<file path="src/design/ptm_pkg.sv">
// ----------------------------------------------------------------------------
// ptm_pkg
// Shared types, codes and helpers for the page table map and translate block.
// ----------------------------------------------------------------------------
package ptm_pkg;

	localparam int unsigned PAGE_OFFSET_BITS     = 12;
	localparam int unsigned PAGE_NUMBER_BITS_DEF = 10;
	localparam int unsigned FRAME_BITS           = 32 - PAGE_OFFSET_BITS;
	localparam int unsigned COUNT_BITS           = FRAME_BITS + 1;
	localparam logic [31:0] FRAME_MASK           = 32'hfffff000;

	typedef enum logic [2:0] {
		CMD_INIT_IDENTITY = 3'd0,
		CMD_WRITE_ENTRY   = 3'd1,
		CMD_MAP_RANGE     = 3'd2,
		CMD_MAP_TO        = 3'd3,
		CMD_READ_ENTRY    = 3'd4,
		CMD_TRANSLATE     = 3'd5
	} cmd_t;

	typedef enum logic [1:0] {
		STAT_OK             = 2'd0,
		STAT_MISALIGNED     = 2'd1,
		STAT_END_BEFORE     = 2'd2,
		STAT_OUT_OF_RANGE   = 2'd3
	} status_t;

	typedef enum logic [2:0] {
		ACT_NONE,
		ACT_WRITE,
		ACT_INIT,
		ACT_RUN,
		ACT_READ
	} act_t;

	typedef enum logic [1:0] {
		ST_IDLE,
		ST_INIT,
		ST_RUN,
		ST_READ
	} state_t;

	typedef struct packed {
		status_t                status;
		act_t                   act;
		logic                   xlat;
		logic [COUNT_BITS-1:0]  count;
	} chk_t;

	function automatic logic page_in_store(logic [FRAME_BITS-1:0] vpage, int unsigned pnb);
		return (vpage >> pnb) == '0;
	endfunction

endpackage

</file>
<file path="src/design/ptm_check.sv">
// ----------------------------------------------------------------------------
// ptm_check
// Command decode and argument checks: alignment, ordering and store range.
// ----------------------------------------------------------------------------
module ptm_check #(
	parameter int unsigned PAGE_NUMBER_BITS = ptm_pkg::PAGE_NUMBER_BITS_DEF
) (
	input  logic [2:0]                      command,
	input  logic [31:0]                     vaddr,
	input  logic [31:0]                     phys_addr,
	input  logic [31:0]                     phys_limit,
	input  logic [ptm_pkg::COUNT_BITS-1:0]  page_count,
	output ptm_pkg::chk_t                   chk
);

	localparam int unsigned OFF = ptm_pkg::PAGE_OFFSET_BITS;

	logic        virt_mis;
	logic        phys_mis;
	logic        end_mis;
	logic        virt_in;
	logic [31:0] span;

	assign virt_mis = vaddr[OFF-1:0] != '0;
	assign phys_mis = phys_addr[OFF-1:0] != '0;
	assign end_mis  = phys_limit[OFF-1:0] != '0;
	assign virt_in  = ptm_pkg::page_in_store(vaddr[31:OFF], PAGE_NUMBER_BITS);
	assign span     = phys_limit - phys_addr;

	always_comb begin
		chk.status = ptm_pkg::STAT_OK;
		chk.act    = ptm_pkg::ACT_NONE;
		chk.xlat   = 1'b0;
		chk.count  = page_count;
		case (ptm_pkg::cmd_t'(command))
			ptm_pkg::CMD_INIT_IDENTITY: begin
				chk.act = ptm_pkg::ACT_INIT;
			end
			ptm_pkg::CMD_WRITE_ENTRY: begin
				if (virt_mis)
					chk.status = ptm_pkg::STAT_MISALIGNED;
				else if (!virt_in)
					chk.status = ptm_pkg::STAT_OUT_OF_RANGE;
				else
					chk.act = ptm_pkg::ACT_WRITE;
			end
			ptm_pkg::CMD_MAP_RANGE: begin
				if (page_count == '0)
					chk.act = ptm_pkg::ACT_NONE;
				else if (virt_mis || phys_mis)
					chk.status = ptm_pkg::STAT_MISALIGNED;
				else
					chk.act = ptm_pkg::ACT_RUN;
			end
			ptm_pkg::CMD_MAP_TO: begin
				chk.count = {1'b0, span[31:OFF]};
				if (virt_mis || phys_mis || end_mis)
					chk.status = ptm_pkg::STAT_MISALIGNED;
				else if (phys_limit < phys_addr)
					chk.status = ptm_pkg::STAT_END_BEFORE;
				else
					chk.act = ptm_pkg::ACT_RUN;
			end
			ptm_pkg::CMD_READ_ENTRY: begin
				if (virt_mis)
					chk.status = ptm_pkg::STAT_MISALIGNED;
				else if (!virt_in)
					chk.status = ptm_pkg::STAT_OUT_OF_RANGE;
				else
					chk.act = ptm_pkg::ACT_READ;
			end
			ptm_pkg::CMD_TRANSLATE: begin
				chk.xlat = 1'b1;
				if (!virt_in)
					chk.status = ptm_pkg::STAT_OUT_OF_RANGE;
				else
					chk.act = ptm_pkg::ACT_READ;
			end
			default: begin
				chk.act = ptm_pkg::ACT_NONE;
			end
		endcase
	end

endmodule

</file>
<file path="config.mk">
export PLATFORM = sky130hd
export DESIGN_NAME = ptm_check
export DESIGN_NICKNAME = d
export VERILOG_FILES = /design/src/design/ptm_pkg.sv /design/src/design/ptm_check.sv
export SDC_FILE = /design/constraint.sdc
export NUM_CORES = 1
export LEC_CHECK = 0
export BUFFER_PORTS_ARGS = -buffer_cell sky130_fd_sc_hd__buf_2
export CORE_UTILIZATION = 25
export DETAILED_ROUTE_END_ITERATION = 7
export PLACE_DENSITY = 0.51
export SLEW_MARGIN = 20
export SYNTH_ARGS = -nofsm -noshare
export SYNTH_HDL_FRONTEND = slang
export SYNTH_SLANG_ARGS = --single-unit
</file>
<file path="constraint.sdc">
create_clock -name vclk -period 4.9
set_input_delay 0.245 -clock vclk [all_inputs]
set_output_delay 0.245 -clock vclk [all_outputs]
set_load 0.1 [all_outputs]
</file>
# ---- Yosys cells after proc, flatten, opt, wreduce, memory -nomap -nowiden
# Index checks and enable logic that the tools add are counted.
dict set report word_totals {
  register_bits 0
  latchBits 0
  mem_bits_rw 0
  mem_bits_ro 0
  n_memories 0
}
dict set report op_classes {
  addsub 1
  mul 0
  div 0
  order_cmp 1
  n_eq_ne 5
  shifts 0
  mux 18
  bitwise_logic 0
  n_reduce_logical 9
}
# op count
set ops {}
lappend ops {{nonzero test 12 bit} 3}
lappend ops {{less-than comparator 32 bit} 1}
lappend ops {{subtractor 32 bit} 1}
lappend ops {{zero test 21 bit} 1}
lappend ops {{2-to-1 mux 21 bit} 1}
lappend ops {{zero test 20 bit} 1}
lappend ops {{case mux 3 bit (6 select lines)} 1}
lappend ops {{2-to-1 mux 2 bit} 8}
lappend ops {{case mux 2 bit (4 select lines)} 1}
lappend ops {{== test 3 x 2 -> 1 bit (second input constant)} 2}
lappend ops {{== test 3 bit (second input constant)} 2}
lappend ops {{2-to-1 mux 3 bit} 2}
lappend ops {{2-to-1 mux 1 bit} 5}
lappend ops {{== test 3 x 1 -> 1 bit (second input constant)} 1}
lappend ops {{zero test 3 bit} 1}
lappend ops {{logical OR 1 bit} 2}
lappend ops {{OR reduction 2 bit} 1}

# ---- Longest topological paths before layout
dict set report depth {
  ltp_word 5
  mapped_depth 12
}

# ---- Worst setup path before layout
# OpenSTA, ideal clock, no wires.
dict set report synth_timing {
  path_type {input to output}
  startpoint {in phys_addr[25]}
  endpoint {out chk[26] in the netlist's numbering}
  t_arrival_ps 4882
  required_ps 4655
  path_slack_ps -227
  stages 11
  path_cell_list {inv_1 -> ha_1 -> buf_6 -> and3_1 -> clkbuf_2 -> a221o_1 -> a21oi_2 -> o21ai_1 -> a221oi_2 -> o31ai_1 -> o41ai_1}
}
# element line_no
set synth_rtl {}
lappend synth_rtl {{start: declaration} ptm_check.sv:10} ;# input logic [31:0] phys_addr,
lappend synth_rtl {{end: declaration} ptm_check.sv:13} ;# output ptm_pkg::chk_t chk

==> impl_metrics.yaml <==
place:
  place_area_um2: 2930
  portBuffers: 137
  hpwl_um: 6880
  gp_congestion: 0.822
  post-place-ws_ns: 1.47
final_layout:
  area_growth_pct: 35.5
  drive_gt1_share_pct: 31.3
  seqCellArea_um2: 0
  nClkBuffers: 0
  antenna_cells: 0
  final_cell_area_um2: 2930
  flops_and_latches: 0
  post-route-util_pct: 35.2
  nets: 613
yosys:
  synth_common_cells: "nand2_1 (39), inv_1 (34), ha_1 (31), a21oi_1 (27), o21ai_0 (26)"
  syn_area_per_cell_um2: 6.41
  synthTopCellsByArea: "ha_1 (18%), nand2_1 (6.8%), a21oi_1 (6.3%), o21ai_0 (6.0%), inv_1 (5.9%)"
  synth.distinct_cells: 51
  netlist_instances: 337
  yosysTopAreaCell: "ha_1"
  seq_area_frac_synth_pct: 0
  yosys_warnings: 0
  synth_top_area_share_pct: 18.0
  syn_nets: 488
  yosysMostFrequentCell: "nand2_1"
  netlist_area_um2: 2160
global_route:
  grt_pass1_vias: 2658
  antenna_found_initial: 0
  grt_max_degree: 47
  grt_usage_pct: 16.3
  grt_pass1_wl_um: 12000
  overflow: 0
power_and_ir_drop:
  ir_worst_vdd_v: 0.0000535
  total_leakage_power_uw: 0.00157
  power_uw: 435
  power_density_nw_per_um2: 149
cts:
  hold_buffers: 0
  cts_resized: 0
  postCtsSetupRepairBufs: 0
timing:
  hold_viol_final: 0
  fin_crit_ns: 3.48
  max_freq_ghz: 0.287
  rsz0062_at_grt: "false"
  relSlewSlack_pct: 62.5
  setup_viol: 0
  worst_pin_slew_ns: 0.559
  slew_viol_final: 0
  fin_setup_tns_ns: 0
  setup_slack_ns: 1.42
  fin_crit_sh_pct: 71.1
critical_path:
  timing.critical_path.buf_inv: 3
  cpLargestDelayFamily: "compound AO/OA/AOI/OAI gates"
  required_ns: 4.66
  path_cells: "buf_2 -> inv_1 -> ha_1 -> nand2_1 -> o21ai_1 -> a41oi_1 -> o311ai_1 -> nand4_1 -> o31ai_1 -> nor4b_4 -> or3_1 -> buf_2"
  crit_path_top_delay_cell: "o31ai_1"
  crit_type: "input port to output port"
  worstPathArrival_ns: 3.24
  slowest_delay_ns: 0.55
  critPathMaxFanout: 8
  end_kind: "output port"
  cp_common_cell: "buf_2"
  cp-start-kind: "input port"
min_path:
  hold_path_class: "input port to output port"
floorplanning:
  io-pin-count: 147
  rows: 33
  dieArea_um2: 9010
  die_x_um: 94.9
  coreArea_um2: 8300
  die-height_um: 94.9
  start_util_pct: 26.0
drt:
  ant_nets: 0
  viasPerCell: 5.12
  first_pass_iters: 4
  drc_errors: 0
  drtIter0Drc: 130
  vias: 2895
  routedWlPerCell_um: 14.1
  wirelength_um: 7960
job:
  maxCapViolations: 0
status:
  status: "finished clean"
==> cell usage in the layout, fill, tap and decap left out, drive strengths merged, types with 4 or more instances in the layout <==
| master | synthesis | layout |
|---|---|---|
| nor2 | 10 | 10 |
| nand2 | 39 | 39 |
| nor4 | 15 | 15 |
| nand4 | 8 | 8 |
| ha | 31 | 31 |
| nor3 | 4 | 4 |
| o21bai | 5 | 5 |
| nor2b | 4 | 4 |
| a21o | 13 | 13 |
| o211ai | 6 | 6 |
| a211oi | 5 | 5 |
| and2 | 4 | 4 |
| a21oi | 29 | 29 |
| or3 | 5 | 5 |
| buf | 2 | 138 |
| and3 | 5 | 5 |
| a31oi | 8 | 8 |
| xor2 | 8 | 8 |
| o21ai | 31 | 31 |
| xnor2 | 11 | 11 |
| nand3 | 9 | 9 |
| inv | 34 | 34 |
==> tightest hold or removal path, stage by stage <==
cell,delay [ns]
buf_2,0.10
nand2_1,0.04
o21ai_0,0.06
buf_2,0.29
==> final timing paths <==
check           from      end  slack, ns  cells after the start
min    page_count[8]   chk[8]       0.98                      4
max     phys_addr[2]  chk[22]       1.42                     12
==> logic make-up (layout without fill, tap and decap cells) <==
logic type                 after synthesis  after routing  synth area share [%]
adders and majority gates               31             31                  18.0
and+or+nand+nor                        115            115                  28.4
buffers and inverters                   49            172                  8.98
AOI/OAI and AO/OA                      122            122                  36.4
xor gates and xnor gates                19             19                  7.71
muxes                                    1              1                 0.521
==> where the power goes <==
part / total, µW / leakage [µW] / internal (µW) / switching (µW)
Clock: 0 / 0 / 0 / 0
Sequential: 0 / 0 / 0 / 0
Combinational: 435 / 0.00157 / 141 / 293
Total: 435 / 0.00157 / 141 / 293
==> per-stage QoR <==
stage | std cells | hold WS, ns
after global routing | 565 | 1.01
after floorplan | 337 | 0.942
final | 565 | 0.984
after global placement | 565 | 0.979
after CTS | 565 | 0.987
after detailed placement | 565 | 0.987
==> layout make-up <==
| cell class | instances | area [µm²] |
|---|---|---|
| multi-input cells | 288 | 1970 |
| well taps | 105 | 131 |
| fillers | 944 | 5370 |
| inverters | 34 | 128 |
| repair buffers | 138 | 693 |
==> routing by layer <==
| layer | part of all wire, % | track usage [%] | routed length, µm |
|---|---|---|---|
| met1 | 45 | 20.1 | 3560 |
| met3 | 6.4 | 0.644 | 507 |
| met4 | 0.62 | 1.14 | 49 |
| met2 | 48 | 32.0 | 3840 |
| met5 | 0 | 0 | 0 |
Note: power is estimated with default switching activity, not from simulation.
